<file path="src/rtl/obscs_pkg.sv">
// Shared constants, types and functions of the octave band cross synthesis block
package obscs_pkg;

   localparam int FRAME_BINS   = 512;
   localparam int SAMPLE_WIDTH = 16;
   localparam int MAX_BANDS    = 10;

   localparam int BIN_W      = $clog2(FRAME_BINS);
   localparam int BAND_W     = $clog2(MAX_BANDS);
   localparam int ENERGY_W   = 48;
   localparam int GAIN_W     = 24;
   localparam int GAIN_FRAC  = GAIN_W / 2;
   localparam int SQ_W       = 2 * SAMPLE_WIDTH;
   localparam int MUL_W      = SAMPLE_WIDTH + GAIN_W;
   localparam int NUM_W      = ENERGY_W + GAIN_W;
   localparam int DEN_W      = ENERGY_W + 1;
   localparam int RAD_W      = 2 * GAIN_W;
   localparam int SREM_W     = GAIN_W + 1;
   localparam int CNT_W      = $clog2(NUM_W);
   localparam int QUEUE_DEPTH = 4;
   localparam int QPTR_W     = $clog2(QUEUE_DEPTH);

   localparam int SIB_W      = 10;
   localparam int CUT_W      = 9;
   localparam int CSR_IDX_W  = 2;
   localparam int CSR_DATA_W = 10;

   // register indexes
   localparam logic [CSR_IDX_W-1:0] REG_SIB_PASS = 2'd0;
   localparam logic [CSR_IDX_W-1:0] REG_SIB_BIN  = 2'd1;
   localparam logic [CSR_IDX_W-1:0] REG_LOW_CUT  = 2'd2;

   localparam logic [SIB_W-1:0] SIB_BIN_RESET = 10'd93;

   // work steps of the back end
   localparam logic [CNT_W-1:0] STEP_IM_MUL = CNT_W'(4);
   localparam logic [CNT_W-1:0] STEP_RE_FIN = CNT_W'(5);
   localparam logic [CNT_W-1:0] STEP_LAST   = CNT_W'(6);

   typedef struct packed {
      logic             pass;
      logic [SIB_W-1:0] sib;
      logic [CUT_W-1:0] cut;
   } cfg_type;

   typedef struct packed {
      logic              hit;
      logic [BAND_W-1:0] idx;
   } band_type;

   // one classified request in the queue
   typedef struct packed {
      logic [BIN_W-1:0]               idx;
      logic signed [SAMPLE_WIDTH-1:0] sre;
      logic signed [SAMPLE_WIDTH-1:0] sim;
      logic signed [SAMPLE_WIDTH-1:0] fre;
      logic signed [SAMPLE_WIDTH-1:0] fim;
      logic                           store_filter;
      band_type                       cur;
      logic                           zero_out;
      band_type                       prev;
      logic                           last;
   } entry_type;

   typedef enum logic [2:0] {
      B_IDLE, B_WORK, B_EMIT, B_GINIT, B_DIV, B_ROOTI, B_ROOT, B_GNEXT
   } back_state_type;

   // top edge: sibilance bin if passing and within the frame, else frame length
   function automatic logic [BIN_W:0] top_of(cfg_type c);
      logic [BIN_W:0] t;
      t = (BIN_W+1)'(FRAME_BINS);
      if (c.pass && (int'(c.sib) < FRAME_BINS)) t = (BIN_W+1)'(c.sib);
      return t;
   endfunction

   // octave band of a bin, halving down from the top edge
   function automatic band_type band_of(logic [BIN_W-1:0] i, cfg_type c);
      logic [BIN_W:0] high;
      logic [BIN_W:0] low;
      logic           done;
      band_type       b;
      b    = '0;
      done = 1'b0;
      high = top_of(c);
      for (int k = 0; k < MAX_BANDS; k++) begin
         low = high >> 1;
         if (!done) begin
            if (low <= (BIN_W+1)'(c.cut)) begin
               done = 1'b1;
            end else if (({1'b0, i} >= low) && ({1'b0, i} < high)) begin
               b.hit = 1'b1;
               b.idx = BAND_W'(k);
               done  = 1'b1;
            end
         end
         high = low;
      end
      return b;
   endfunction

   // round magnitude product to nearest, apply sign, saturate
   function automatic logic signed [SAMPLE_WIDTH-1:0] scale_fin(logic [MUL_W-1:0] mag,
                                                                logic neg);
      logic [MUL_W-1:0]        r;
      logic [SAMPLE_WIDTH-1:0] smax;
      logic [SAMPLE_WIDTH-1:0] res;
      smax = {1'b0, {(SAMPLE_WIDTH-1){1'b1}}};
      r    = (mag + (MUL_W'(1) << (GAIN_FRAC-1))) >> GAIN_FRAC;
      if (!neg) begin
         res = (r > MUL_W'(smax)) ? smax : r[SAMPLE_WIDTH-1:0];
      end else begin
         res = (r > MUL_W'(smax) + MUL_W'(1)) ? ~smax : (~r[SAMPLE_WIDTH-1:0] + 1'b1);
      end
      return signed'(res);
   endfunction

endpackage

</file>
<file path="src/rtl/obscs_fifo.sv">
// Short request queue between front and back end
module obscs_fifo (
   input  logic                 clock,
   input  logic                 reset,
   input  logic                 push,
   input  obscs_pkg::entry_type push_data,
   output logic                 full,
   input  logic                 pop,
   output logic                 valid,
   output obscs_pkg::entry_type pop_data
);

   obscs_pkg::entry_type          slot_ff [obscs_pkg::QUEUE_DEPTH];
   logic [obscs_pkg::QPTR_W-1:0]  wr_ff, wr_in, rd_ff, rd_in;
   logic [obscs_pkg::QPTR_W:0]    cnt_ff, cnt_in;

   assign full     = (cnt_ff == (obscs_pkg::QPTR_W+1)'(obscs_pkg::QUEUE_DEPTH));
   assign valid    = (cnt_ff != '0);
   assign pop_data = slot_ff[rd_ff];

   // pointer update
   always_comb begin
      wr_in  = push ? wr_ff + 1'b1 : wr_ff;
      rd_in  = pop  ? rd_ff + 1'b1 : rd_ff;
      cnt_in = cnt_ff + (obscs_pkg::QPTR_W+1)'(push) - (obscs_pkg::QPTR_W+1)'(pop);
   end

   always_ff @(posedge clock) begin
      if (reset) begin
         wr_ff  <= '0;
         rd_ff  <= '0;
         cnt_ff <= '0;
      end else begin
         wr_ff  <= wr_in;
         rd_ff  <= rd_in;
         cnt_ff <= cnt_in;
      end
   end

   always_ff @(posedge clock) begin
      if (push) slot_ff[wr_ff] <= push_data;
   end

endmodule

</file>
<file path="config.mk">
export PLATFORM = sky130hd
export DESIGN_NAME = obscs_fifo
export DESIGN_NICKNAME = d
export VERILOG_FILES = /design/src/rtl/obscs_pkg.sv /design/src/rtl/obscs_fifo.sv
export SDC_FILE = /design/constraint.sdc
export NUM_CORES = 1
export LEC_CHECK = 0
export ABC_AREA = 1
export CORE_ASPECT_RATIO = 1.4
export CORE_MARGIN = 2
export CORE_UTILIZATION = 25
export CTS_CLUSTER_SIZE = 14
export DETAILED_ROUTE_END_ITERATION = 6
export DONT_BUFFER_PORTS = 1
export SYNTH_ARGS = -nofsm -noshare
export SYNTH_HDL_FRONTEND = slang
export SYNTH_SLANG_ARGS = --single-unit
</file>
<file path="constraint.sdc">
create_clock -name clock -period 5.66 [get_ports clock]
set_clock_uncertainty 0.1 [all_clocks]
set_input_delay 1.132 -clock clock [delete_from_list [all_inputs] [get_ports clock]]
set_output_delay 1.132 -clock clock [all_outputs]
set_load 0.02 [all_outputs]
</file>
==> impl_results.rst <==
.. list-table::
   :header-rows: 1

   * - Metric
     - Value
   * - Status
     - finished clean
   * - Crit-path max cell delay
     - 1.04 ns
   * - Buffers & Inverters on Critical Path
     - 1
   * - Worst-skew pair later-pin latency
     - around 0.54 ns
   * - Filler-free cell count of the finished design
     - roughly 1800
   * - CP required
     - 4.43 ns
   * - Total setup violations reported at the end of the flow
     - 0
   * - Routed vias
     - 7531
   * - Global-route wire length before repair
     - just over 40000 µm
   * - Detail Placement HPWL
     - roughly 16000 µm
   * - HP Class
     - reg -> reg
   * - Routed Antenna Nets
     - 0
   * - Share of cell area taken by muxes after synthesis
     - 0
   * - Clock-pin slew reported for the worst setup and hold paths after clock tree synthesis
     - 0.06 ns
   * - Fraction of final layout cells with drive strength greater than 1
     - 0.0580
   * - Total of warnings raised by yosys
     - 0
   * - Die outline height
     - about 280 µm
   * - Combinational family with the most area after synthesis
     - compound AO/OA/AOI/OAI gates
   * - Post-synthesis share of cell area spent on xor and xnor gates
     - 0
   * - Number of synthesized register bits
     - around 350
   * - Synthesized area divided by synthesized cell count
     - 13.2 µm²
   * - Final critical path time including I/O delays and setup
     - 3.83 ns
   * - Floorplan die area
     - 0.0577 mm²
   * - Post-CTS setup-driven buffer insertion count
     - 0
   * - Number of cell instances on the worst register-to-register path
     - 5
   * - TritonCTS Buffers
     - 35
   * - GPL Wtd Cong
     - about 0.74
   * - Number of violations of the max-capacitance limit
     - 0
   * - Syn Std Cell Area
     - approximately 0.014 mm²
   * - Worst slew slack as a fraction of its limit
     - 0.293
   * - Launching point of the worst reg2reg path
     - wr_ff[0]
   * - DP Worst Slack
     - about 2.4 ns
   * - Start-to-end type of the worst setup path
     - reg -> out
   * - Sequential-to-total area share from yosys stat
     - 0.754
   * - Setup repair after global routing missed its margin
     - false
   * - Longest Clk Path Bufs
     - 3
   * - Worst path top cell family by delay
     - flip-flops
   * - Number of hold-slack violations in the final timing report
     - 0
   * - Portion of the clock cycle consumed by the worst path in the final layout
     - 0.677
   * - Worst-Margin Slew
     - 1.06 ns
   * - Overall overflow remaining after global route
     - 0
   * - Initial antenna violation count
     - 0
   * - Simple-gate portion of the synthesized area
     - 0.0502
   * - Reg-to-reg setup timing slack
     - around 3.2 ns
   * - Compound-Gate Fraction of Synth Area
     - 0.112
   * - FILL cells
     - 5438
   * - Via count of the first global-routing pass
     - 7248
   * - Number of buffer cells added on primary ports
     - 0
   * - Commonest cells after routing, fill and taps aside
     - edfxtp_1 (344), inv_1 (184), nand2_1 (180)
   * - Number of violations reported at the end of detailed-routing iteration 0
     - 361
   * - Startpoint types
     - flip-flop
   * - Remaining design rule violation count
     - 0
   * - Data arrival time at the worst-slack endpoint
     - 2.60 ns
   * - # IOs
     - 178
   * - Top fanout value on the critical path
     - 106
   * - Number of search-and-repair iterations in the first detailed-routing pass
     - 7
   * - Adder-cell share of the synthesized area
     - 0.00682
   * - Total negative slack
     - 0 ns
   * - Final-stage net count
     - 1144
   * - Tot GR Track Use
     - 0.0949
   * - Core Footprint
     - 0.0553 mm²
   * - Final max-slew violation count
     - 0
   * - Most frequent standard cell in the layout excluding fill and tap cells
     - edfxtp_1
   * - Final wirelength
     - 27800 µm
   * - Total placed cells including tap cells
     - ~1700
   * - Minimum setup slack in the final design
     - about 1.8 ns
   * - Power per cell area
     - between 300 and 400 mW/mm²
   * - Placement row count
     - 102
   * - Capturing element type of the critical path
     - primary output
   * - Slowest cell on the critical path
     - dfxtp_4
   * - Critical R2R Capture
     - slot_ff[2][27]
   * - Count of hold-fix buffers inserted at cts
     - 0
   * - Maximum frequency from static timing analysis
     - 0.261 GHz
   * - CTS Root Cell
     - clkbuf_16
   * - Width of the chip
     - 204 µm
   * - Cells along the critical path
     - buf_4, a21oi_1, o21ai_0, nand2_1
   * - Synth Net Count
     - 1156
   * - Wire per inst
     - about 15 µm
   * - Gate count after technology mapping
     - 1059
   * - Standby leakage power
     - 0.00557 µW
   * - Max VDD drop
     - 0.361 mV
   * - Number of H-tree levels
     - 2
   * - Final Util
     - 0.283
   * - CTS tree
     - built
   * - Number of sinks driven by the clock tree
     - between 300 and 400
   * - Count of cells resized by post-cts repair
     - 0
   * - Critical hold path startpoint
     - rd_ff[1]
   * - Area growth syn-to-layout
     - 12.3%
   * - Starting utilization of the core area
     - 0.252
   * - Power, Total
     - 5660 µW
   * - Post-detailed-route via-to-cell ratio
     - around 4.2
   * - Largest net degree at the start of global routing
     - 107
   * - Cell depth of the worst hold path
     - 2
   * - Distinct cell type count of the synthesized netlist
     - 16
   * - Path length in cells of the critical path
     - 4
## through the flow
stage          cell area, µm²  hold slack, ns
6_report                15700           0.364
5_1_grt                 15700           0.413
4_1_cts                 15700           0.361
3_5_place_dp            14600           0.350
3_3_place_gp            14600           0.336
2_1_floorplan           13900           0.336
## logic make-up (layout without fill, tap and decap cells)
kind of cell | Yosys count | count (layout)
simple gates | 186 | 186
compound gates | 268 | 268
fa+ha+maj | 7 | 7
buf+inv | 245 | 255
other cells | 0 | 1
flops | 353 | 353
## state kept, by name, indices dropped and copies added, names as in the netlist, named ones only
| name | cells |
|---|---|
| cnt_ff | 3 |
| rd_ff | 2 |
| slot_ff | 344 |
| wr_ff | 2 |
## how the worst max path moves through the flow
stage	slack (ns)	endpoint	start
detailed placement	2.37	pop_data[36]	flip-flop
global route	1.52	pop_data[37]	flip-flop
finish	1.83	pop_data[36]	flip-flop
global placement	2.43	pop_data[37]	flip-flop
floorplan	2.29	slot_ff[0][0]	push
CTS	1.76	pop_data[36]	flip-flop
## worst reg2reg max path, delay by kind of cell, from the launching register on
family / cells / cell delay, ns
fa+ha+maj: 1 / 0.16
buf+inv: 3 / 1.37
flops: 1 / 0.32
simple gates: 1 / 0.08
## layout make-up
cell class / count / area, µm² / share of cell area
clock buffers: 42 / 923 / 0.0590
inverters: 188 / 716 / 0.0457
well taps: 728 / 911 / 0.0582
flip-flops and latches: 353 / 10500 / 0.672
repair buffers: 8 / 97.6 / 0.00623
multi-input cells: 461 / 2350 / 0.150
diodes: 1 / 2.50 / 0.000160
clock inverters: 17 / 140 / 0.00895
## cell usage after synthesis (all sizes together)
cell | n | share of area
buf | 44 | 0.024
edfxtp | 344 | 0.74
clkbuf | 13 | 0.0035
ha | 6 | 0.0054
o211ai | 86 | 0.046
nand2 | 180 | 0.048
nand3 | 2 | 0.00072
o21ai | 90 | 0.032
inv | 188 | 0.051
a21oi | 92 | 0.033
fa | 1 | 0.0014
nor2 | 4 | 0.0011
dfxtp | 9 | 0.013
## layer usage
| layer | vias up | GRT usage | wire length (µm) |
|---|---|---|---|
| met5 | - | 0 | 0 |
| met1 | 3618 | 0.104 | 10800 |
| met3 | 51 | 0.0377 | 2520 |
| met4 | 0 | 0.0438 | 1020 |
| li1 | 3651 | - | - |
| met2 | 211 | 0.160 | 13500 |
## report_power, final
group          leakage, µW  switching (µW)  internal [µW]
clock             0.000511             959           1220
sequential         0.00324            52.3           2990
combinational      0.00182             349           91.2
total              0.00557            1360           4300
No activity file was read; power rests on OpenSTA's default activity.
