==> src/rtl/obscs_pkg.sv <==
// Shared constants, types and functions of the octave band cross synthesis block
package obscs_pkg;

   localparam int FRAME_BINS   = 512;
   localparam int SAMPLE_WIDTH = 16;
   localparam int MAX_BANDS    = 10;

   localparam int BIN_W      = $clog2(FRAME_BINS);
   localparam int BAND_W     = $clog2(MAX_BANDS);
   localparam int ENERGY_W   = 48;
   localparam int GAIN_W     = 24;
   localparam int GAIN_FRAC  = GAIN_W / 2;
   localparam int SQ_W       = 2 * SAMPLE_WIDTH;
   localparam int MUL_W      = SAMPLE_WIDTH + GAIN_W;
   localparam int NUM_W      = ENERGY_W + GAIN_W;
   localparam int DEN_W      = ENERGY_W + 1;
   localparam int RAD_W      = 2 * GAIN_W;
   localparam int SREM_W     = GAIN_W + 1;
   localparam int CNT_W      = $clog2(NUM_W);
   localparam int QUEUE_DEPTH = 4;
   localparam int QPTR_W     = $clog2(QUEUE_DEPTH);

   localparam int SIB_W      = 10;
   localparam int CUT_W      = 9;
   localparam int CSR_IDX_W  = 2;
   localparam int CSR_DATA_W = 10;

   // register indexes
   localparam logic [CSR_IDX_W-1:0] REG_SIB_PASS = 2'd0;
   localparam logic [CSR_IDX_W-1:0] REG_SIB_BIN  = 2'd1;
   localparam logic [CSR_IDX_W-1:0] REG_LOW_CUT  = 2'd2;

   localparam logic [SIB_W-1:0] SIB_BIN_RESET = 10'd93;

   // work steps of the back end
   localparam logic [CNT_W-1:0] STEP_IM_MUL = CNT_W'(4);
   localparam logic [CNT_W-1:0] STEP_RE_FIN = CNT_W'(5);
   localparam logic [CNT_W-1:0] STEP_LAST   = CNT_W'(6);

   typedef struct packed {
      logic             pass;
      logic [SIB_W-1:0] sib;
      logic [CUT_W-1:0] cut;
   } cfg_type;

   typedef struct packed {
      logic              hit;
      logic [BAND_W-1:0] idx;
   } band_type;

   // one classified request in the queue
   typedef struct packed {
      logic [BIN_W-1:0]               idx;
      logic signed [SAMPLE_WIDTH-1:0] sre;
      logic signed [SAMPLE_WIDTH-1:0] sim;
      logic signed [SAMPLE_WIDTH-1:0] fre;
      logic signed [SAMPLE_WIDTH-1:0] fim;
      logic                           store_filter;
      band_type                       cur;
      logic                           zero_out;
      band_type                       prev;
      logic                           last;
   } entry_type;

   typedef enum logic [2:0] {
      B_IDLE, B_WORK, B_EMIT, B_GINIT, B_DIV, B_ROOTI, B_ROOT, B_GNEXT
   } back_state_type;

   // top edge: sibilance bin if passing and within the frame, else frame length
   function automatic logic [BIN_W:0] top_of(cfg_type c);
      logic [BIN_W:0] t;
      t = (BIN_W+1)'(FRAME_BINS);
      if (c.pass && (int'(c.sib) < FRAME_BINS)) t = (BIN_W+1)'(c.sib);
      return t;
   endfunction

   // octave band of a bin, halving down from the top edge
   function automatic band_type band_of(logic [BIN_W-1:0] i, cfg_type c);
      logic [BIN_W:0] high;
      logic [BIN_W:0] low;
      logic           done;
      band_type       b;
      b    = '0;
      done = 1'b0;
      high = top_of(c);
      for (int k = 0; k < MAX_BANDS; k++) begin
         low = high >> 1;
         if (!done) begin
            if (low <= (BIN_W+1)'(c.cut)) begin
               done = 1'b1;
            end else if (({1'b0, i} >= low) && ({1'b0, i} < high)) begin
               b.hit = 1'b1;
               b.idx = BAND_W'(k);
               done  = 1'b1;
            end
         end
         high = low;
      end
      return b;
   endfunction

   // round magnitude product to nearest, apply sign, saturate
   function automatic logic signed [SAMPLE_WIDTH-1:0] scale_fin(logic [MUL_W-1:0] mag,
                                                                logic neg);
      logic [MUL_W-1:0]        r;
      logic [SAMPLE_WIDTH-1:0] smax;
      logic [SAMPLE_WIDTH-1:0] res;
      smax = {1'b0, {(SAMPLE_WIDTH-1){1'b1}}};
      r    = (mag + (MUL_W'(1) << (GAIN_FRAC-1))) >> GAIN_FRAC;
      if (!neg) begin
         res = (r > MUL_W'(smax)) ? smax : r[SAMPLE_WIDTH-1:0];
      end else begin
         res = (r > MUL_W'(smax) + MUL_W'(1)) ? ~smax : (~r[SAMPLE_WIDTH-1:0] + 1'b1);
      end
      return signed'(res);
   endfunction

endpackage

==> src/rtl/obscs_front.sv <==
// Front end: register file, bin counter, frame config latching and band classification
module obscs_front (
   input  logic                                   clock,
   input  logic                                   reset,
   input  logic                                   csr_we,
   input  logic [obscs_pkg::CSR_IDX_W-1:0]        csr_index,
   input  logic [obscs_pkg::CSR_DATA_W-1:0]       csr_wdata,
   input  logic                                   req_valid,
   output logic                                   req_ready,
   input  logic signed [obscs_pkg::SAMPLE_WIDTH-1:0] req_source_re,
   input  logic signed [obscs_pkg::SAMPLE_WIDTH-1:0] req_source_im,
   input  logic signed [obscs_pkg::SAMPLE_WIDTH-1:0] req_filter_re,
   input  logic signed [obscs_pkg::SAMPLE_WIDTH-1:0] req_filter_im,
   input  logic                                   q_full,
   output logic                                   q_push,
   output obscs_pkg::entry_type                   q_entry
);

   obscs_pkg::cfg_type regs_ff, regs_in;
   obscs_pkg::cfg_type cur_ff, cur_in;
   obscs_pkg::cfg_type prev_ff, prev_in;
   logic [obscs_pkg::BIN_W-1:0] idx_ff, idx_in;
   logic                        have_prev_ff, have_prev_in;
   obscs_pkg::cfg_type          cfg_now;
   logic                        last_bin;

   assign req_ready = !q_full;
   assign q_push    = req_valid && req_ready;
   assign last_bin  = (idx_ff == obscs_pkg::BIN_W'(obscs_pkg::FRAME_BINS - 1));
   // registers are latched at bin 0 of each frame
   assign cfg_now   = (idx_ff == '0) ? regs_ff : cur_ff;

   // register writes
   always_comb begin
      regs_in = regs_ff;
      if (csr_we) begin
         unique case (csr_index)
            obscs_pkg::REG_SIB_PASS: regs_in.pass = csr_wdata[0];
            obscs_pkg::REG_SIB_BIN:  regs_in.sib  = csr_wdata[obscs_pkg::SIB_W-1:0];
            obscs_pkg::REG_LOW_CUT:  regs_in.cut  = csr_wdata[obscs_pkg::CUT_W-1:0];
            default: ;
         endcase
      end
   end

   // classify the request
   always_comb begin
      q_entry.idx          = idx_ff;
      q_entry.sre          = req_source_re;
      q_entry.sim          = req_source_im;
      q_entry.fre          = req_filter_re;
      q_entry.fim          = req_filter_im;
      q_entry.store_filter = cfg_now.pass && ({1'b0, idx_ff} >= obscs_pkg::top_of(cfg_now));
      q_entry.cur          = obscs_pkg::band_of(idx_ff, cfg_now);
      q_entry.zero_out     = !have_prev_ff ||
                             (obscs_pkg::CUT_W'(idx_ff) <= prev_ff.cut);
      q_entry.prev         = obscs_pkg::band_of(idx_ff, prev_ff);
      q_entry.last         = last_bin;
   end

   // bin counter and frame bookkeeping
   always_comb begin
      idx_in       = idx_ff;
      cur_in       = cur_ff;
      prev_in      = prev_ff;
      have_prev_in = have_prev_ff;
      if (q_push) begin
         cur_in = cfg_now;
         if (last_bin) begin
            idx_in       = '0;
            prev_in      = cfg_now;
            have_prev_in = 1'b1;
         end else begin
            idx_in = idx_ff + 1'b1;
         end
      end
   end

   always_ff @(posedge clock) begin
      if (reset) begin
         regs_ff      <= '{pass: 1'b0, sib: obscs_pkg::SIB_BIN_RESET, cut: '0};
         cur_ff       <= '{pass: 1'b0, sib: obscs_pkg::SIB_BIN_RESET, cut: '0};
         prev_ff      <= '{pass: 1'b0, sib: obscs_pkg::SIB_BIN_RESET, cut: '0};
         idx_ff       <= '0;
         have_prev_ff <= 1'b0;
      end else begin
         regs_ff      <= regs_in;
         cur_ff       <= cur_in;
         prev_ff      <= prev_in;
         idx_ff       <= idx_in;
         have_prev_ff <= have_prev_in;
      end
   end

endmodule

==> config.mk <==
export PLATFORM = sky130hd
export DESIGN_NAME = obscs_front
export DESIGN_NICKNAME = d
export VERILOG_FILES = /design/src/rtl/obscs_pkg.sv /design/src/rtl/obscs_front.sv
export SDC_FILE = /design/constraint.sdc
export NUM_CORES = 1
export LEC_CHECK = 0
export BUFFER_PORTS_ARGS = -buffer_cell sky130_fd_sc_hd__buf_2
export CORE_MARGIN = 2
export CORE_UTILIZATION = 29
export CTS_CLUSTER_DIAMETER = 200
export DETAILED_ROUTE_END_ITERATION = 8
export GPL_ROUTABILITY_DRIVEN = 0
export HOLD_SLACK_MARGIN = 0.08
export PLACE_DENSITY = 0.53
export SYNTH_ARGS = -nofsm -noshare
export SYNTH_HDL_FRONTEND = slang
export SYNTH_SLANG_ARGS = --single-unit
==> constraint.sdc <==
create_clock -name clock -period 6.9 [get_ports clock]
set_clock_uncertainty 0.1 [all_clocks]
set_input_delay 0.345 -clock clock [delete_from_list [all_inputs] [get_ports clock]]
set_output_delay 0.345 -clock clock [all_outputs]
set_load 0.005 [all_outputs]
==> run metrics, run 1 <==
outcome complete, no violations; Setup TNS 0 ns; Final period util 84.8%; routed len/inst 18.0 um; vias in the first global route 7397; Async S/R FF share, synth 0%; area leader, netlist ha_1; CP Capture Type output port; synthesized flop and latch total 70; Design Power 1.16 mW; post-synthesis adder-cell area fraction 30.2%; cts hold-fix bufs 0; Worst Path Required 6.45 ns; share of cells above drive strength 1 9.45%; CTS sink count 70; synth cell count leaders ha_1, nor2_1, nand2_1, dfxtp_1, buf_4; Post-synth EDFFs 0; HPWL Detailed 19.7 mm; syn_area_per_cell 8.15 sq um; Final ANT Viol Nets 0; max-slew headroom at the worst pin 38.2%; Final Hold Fails 0; final net count 1333; first-pass GRT wire length 41.0 mm; count leader, synth ha_1; Area growth, synth to finish 6.34%; Detailed Routing Iterations Pass 1 5; Compound-Gate Fraction of Synth Area 18.4%; Cell Area, Synth 0.00867 sq mm; classification of the worst-slack hold path input port to flip-flop; R2R setup slack 3.75 ns; Final Core Density 31.2%; Max IR drop VDD 0.149 mV; pwr dens 126 mW/mm^2; multiplexer share of the synthesized area 3.81%; R2R Path Start idx_ff[2]; worst reg-to-reg path cell count 6; Design Area, Final 0.00922 sq mm; fillers 3185; Routed WL 25.9 mm; Chip Width 177 um; Die H 177 um; Setup-failing EPs final 0; Clock Tree Buf Depth 2; vias per inst 5.28; combinational share of power 23.2%; grt total ovfl 0; postcts setup bufs 0; row count 63; total CTS buffers 9; clock share of power 40.1%; CTS H-tree depth 3; gr usage total 16.7%; Critical Path End q_entry[7]; CTS resizes 0; Synth Area in XOR/XNOR 0.505%; Leak Pwr 4.34 nW; Die Area 0.0313 sq mm; ys flop type dfxtp_1; IO Port Bufs 40; Mapped Cells 1064; root buf cell clkbuf_16; sequential share of power 36.7%; Internal 0.819 mW; largest net degree at the start of global routing 64; sw frac 29.3%; largest family of logic cells by synthesized area adder cells; top cell type's share of synthesized area 30.2%; max-capacitance violation count 0; post-synthesis sequential area ratio 16.2%; I/O pin cnt 169; reg2reg end prev_ff[4]; f_max 171 MHz; fin. max-slew vios 0; Starting Density 29.3%; synthesized net count 1354; RSZ-0062 raised after global routing false; kind of critical path flip-flop to output port; drc violations 0; Worst Path Max Fanout 21; Iteration-0 DRC Markers 497; antenna violations before repair 0; CTS tree yes; Synth Area in Simple Gates 21.9%; min-delay src csr_wdata[6]; Setup crit start idx_ff[5]; clock transition at the registers of the reported paths 0.06 ns; number of diodes 0; placed standard-cell area 0.00892 sq mm; main area contributors after synthesis ha_1, dfxtp_1, buf_4; Yosys warning count 0; worst skew pair latency 0.34 ns; critical path arrival 5.41 ns; Least-Margin Pin Slew 0.918 ns; Psw 0.340 mW; Fin Hold WS 0.135 ns; via count 7594; post-synth cell types 68; core area 0.0296 sq mm; Startpoint Class flip-flop; post-layout minimum cycle time 5.85 ns
-- sequential cells by signal, summed over array words and instances, names as in the netlist --
register,cells
idx_ff,9
prev_ff,20
regs_ff,20
have_prev_ff,1
cur_ff,20
-- area by class of cell --
class                           count  area (sq um)  share of cell area, %
Multi-Input combinational cell    853          6490                   70.4
Tap cell                          390           488                   5.29
Clock buffer                       11           243                   2.63
Clock inverter                      5          58.8                  0.638
Inverter                           49           184                   2.00
Sequential cell                    70          1400                   15.2
Timing Repair Buffer               60           350                   3.80
-- power by group through the flow --
stage / clock (mW) / sequential (mW) / combinational [mW]
finish: 0.465 / 0.425 / 0.269
CTS: 0.472 / 0.425 / 0.269
global placement: 0 / 0.434 / 0.266
floorplan: 0 / 0.432 / 0.220
detailed placement: 0 / 0.434 / 0.268
global route: 0.493 / 0.426 / 0.302
-- critical path, stage by stage (launching register included) --
cell	delay [ns]
dfxtp_1	0.41
buf_4	0.24
or4_4	0.58
nor4_2	0.51
a31oi_1	0.15
buf_4	0.23
or2_2	0.43
ha_1	0.21
or4_1	0.45
a221oi_1	0.22
a22o_1	0.21
a211oi_1	0.12
nor4_1	0.43
nand4_1	0.32
or2_0	0.30
a21oi_1	0.11
buf_2	0.12
-- worst min-delay path by stage --
stage / to / slack [ns] / cells past startpoint
2_1_floorplan: cur_ff[10] / 0.33 / 2
3_3_place_gp: cur_ff[10] / 0.34 / 2
3_5_place_dp: cur_ff[10] / 0.35 / 2
4_1_cts: regs_ff[15] / 0.13 / 3
5_1_grt: regs_ff[15] / 0.14 / 3
6_report: regs_ff[15] / 0.14 / 3
-- cell families (layout without fill, tap and decap cells) --
kind of cell | Yosys count | in the layout
and+or+nand+nor | 369 | 369
AOI/OAI and AO/OA | 237 | 237
adders and majority gates | 209 | 209
buffers and inverters | 141 | 125
DFF | 70 | 70
muxes | 33 | 33
xor gates and xnor gates | 5 | 5
-- per-layer routing --
layer	track usage, %	routed length, um
met1	23.3	12900
met5	0	0
met2	26.9	11500
met4	4.44	458
met3	2.30	1030
-- cells in the final DEF (no fill, tap or decap), drive strengths merged, types with 24 or more instances in the layout --
master and n:
a211oi 31, a21oi 54, buf 60, dfxtp 70, ha 209, inv 48, mux2i 33, nand2 82
nand3 39, nand4 24, nor2 90, nor2b 30, o21ai 41
-- per-stage QoR --
stage | setup WS, ns | cells
final | 1.05 | 1438
after global routing | 0.558 | 1438
after CTS | 1.06 | 1438
after detailed placement | 1.45 | 1422
after global placement | 1.62 | 1422
after floorplan | 1.73 | 1064
Note: power is estimated with default switching activity, not from simulation.
==> run 2, diff against run 1 <==
--- a/config.mk
+++ b/config.mk
@@ -5,6 +5,7 @@
 export SDC_FILE = /design/constraint.sdc
 export NUM_CORES = 1
 export LEC_CHECK = 0
+export ABC_AREA = 1
 export BUFFER_PORTS_ARGS = -buffer_cell sky130_fd_sc_hd__buf_2
 export CORE_MARGIN = 2
 export CORE_UTILIZATION = 29
==> constraint.sdc (replaced) <==
create_clock -name clock -period 6 [get_ports clock]
set_clock_uncertainty 0.1 [all_clocks]
set_input_delay 0.3 -clock clock [delete_from_list [all_inputs] [get_ports clock]]
set_output_delay 0.3 -clock clock [all_outputs]
set_load 0.005 [all_outputs]
==> run metrics, run 2 <==
Clock Tree Buf Depth 2; Final Core Density 31.4%; Chip Width 182 um; CP Capture Type output port; routed len/inst 16.2 um; R2R Path Start idx_ff[5]; Starting Density 29.6%; max-slew headroom at the worst pin 37.7%; Iteration-0 DRC Markers 557; Async S/R FF share, synth 0%; multi-input logic area 0.00661 sq mm; grt total ovfl 0; Least-Margin Pin Slew 0.928 ns; HPWL Detailed 21.3 mm; Setup-failing EPs final 0; CTS H-tree depth 3; worst hold stages 3; Worst Path Max Fanout 19; WHS Endpoint regs_ff[12]; count leader, synth nand2_1; vias per inst 5.01; cts hold-fix bufs 0; antenna violations before repair 0; Worst Path Required 5.60 ns; outcome complete, no violations; worst skew pair latency 0.34 ns; largest net degree at the start of global routing 42; Yosys warning count 0; root buf cell clkbuf_16; synthesized net count 1631; placed standard-cell area 0.00934 sq mm; clock transition at the registers of the reported paths 0.06 ns; max-capacitance violation count 0; fillers 3370; Mapped Cells 1341; kind of critical path flip-flop to output port; area leader, netlist ha_1; postcts setup bufs 0; final net count 1610; critical path arrival 5.10 ns; Max IR drop VDD 0.157 mV; Post-synth EDFFs 0; commonest cells after routing, fill and taps aside nand2_1, ha_1, inv_1; R2R setup slack 2.75 ns; fin. max-slew vios 0; min-delay src csr_wdata[3]; Startpoint Class flip-flop; Final period util 91.6%; biggest regs cur_ff x20, prev_ff x20, regs_ff x20; synthesized flop and latch total 70; worst reg-to-reg path cell count 7; Final ANT Viol Nets 0; IO Port Bufs 40; gr usage total 17.0%; share of cells above drive strength 1 8.91%; classification of the worst-slack hold path input port to flip-flop; CTS sink count 70; Die Area 0.0329 sq mm; CTS tree yes; post-synth cell types 48; Detailed Routing Iterations Pass 1 5; Leak Pwr 5.10 nW; post-synthesis sequential area ratio 15.3%; commonest non-fill, non-tap cell in the layout nand2_1; Storage cell area 0.00140 sq mm; top cell type's share of synthesized area 28.6%; RSZ-0062 raised after global routing false; Setup TNS 0 ns; number of diodes 0; row count 64; CTS resizes 0; reg2reg end prev_ff[0]; Routed WL 27.8 mm; synth cell count leaders nand2_1, ha_1, inv_1, nor2_1, a21oi_1; main area contributors after synthesis ha_1, dfxtp_1, nand2_1; syn_area_per_cell 6.81 sq um; total CTS buffers 9; vias in the first global route 8076; I/O pin cnt 169; via count 8624; first-pass GRT wire length 44.6 mm; ys flop type dfxtp_1; Design Area, Final 0.00969 sq mm; drc violations 0; Cell Area, Synth 0.00914 sq mm; post-layout minimum cycle time 5.50 ns; Final Hold Fails 0; Area growth, synth to finish 6.01%; core area 0.0308 sq mm; pwr dens 171 mW/mm^2; f_max 182 MHz; Die H 182 um
-- run 2: critical path, stage by stage (launching register included) --
cell and delay [ns]:
dfxtp_1 0.59, inv_2 0.19, nand2_2 0.08, nor2_4 0.37, nand2_4 0.23, nand2_1 0.11
nand2_1 0.11, nand2_1 0.11, clkinv_1 0.48, nand2_2 0.42, ha_1 0.31, a21o_1 0.19
o21ai_0 0.19, nand3_1 0.13, o21bai_1 0.43, nor2_1 0.13, o21ai_0 0.28, nand3_1 0.11
nor2_1 0.09, nand3_1 0.07, buf_2 0.13
-- run 2: layer usage --
layer | GRT usage, % | vias up | routed length [um]
met1 | 22.9 | 3941 | 13400
met5 | 0 | - | 0
met2 | 29.2 | 204 | 12900
li1 | - | 4451 | -
met3 | 2.11 | 28 | 1170
met4 | 3.22 | 0 | 360
-- run 2: cell families after synthesis --
kind of cell	share of synthesized area, %
buffers and inverters	12.5
flip-flops	15.3
AND/OR/NAND/NOR	29.7
multiplexers	0.110
AO/OA/AOI/OAI	13.6
XOR/XNOR	0.192
adder cells (fa/ha/maj)	28.6
-- run 2: worst max-delay path by stage --
stage                              to  cells after the start      start
final                     q_entry[11]                     20  idx_ff[5]
after global routing      q_entry[11]                     28  idx_ff[5]
after CTS                 q_entry[11]                     24  idx_ff[5]
after detailed placement  q_entry[11]                     24  idx_ff[5]
after global placement    q_entry[11]                     21  idx_ff[5]
after floorplan            q_entry[7]                     27  idx_ff[0]
-- run 2: final cells by class --
class                   instances  area share [%]
multi-input cells            1037            68.2
flip-flops and latches         70            14.5
well taps                     396            5.11
clock inverters                 3           0.672
repair buffers                 50            2.84
clock buffers                  13            2.79
inverters                     152            5.92
-- run 2: power breakdown --
| part | internal (mW) | switching, mW | total (mW) |
|---|---|---|---|
| logic | 0.191 | 0.372 | 0.562 |
| registers | 0.482 | 0.0119 | 0.494 |
| clock network | 0.397 | 0.200 | 0.597 |
-- run 2: through the flow --
stage / setup WS, ns / total power, mW / cells / hold WS [ns]
6_report: 0.503 / 1.65 / 1721 / 0.0915
3_3_place_gp: 0.933 / 1.06 / 1705 / 0.344
4_1_cts: 0.428 / 1.66 / 1721 / 0.0881
2_1_floorplan: 1.42 / 0.930 / 1341 / 0.325
3_5_place_dp: 0.808 / 1.06 / 1705 / 0.348
5_1_grt: 0.00243 / 1.76 / 1721 / 0.107
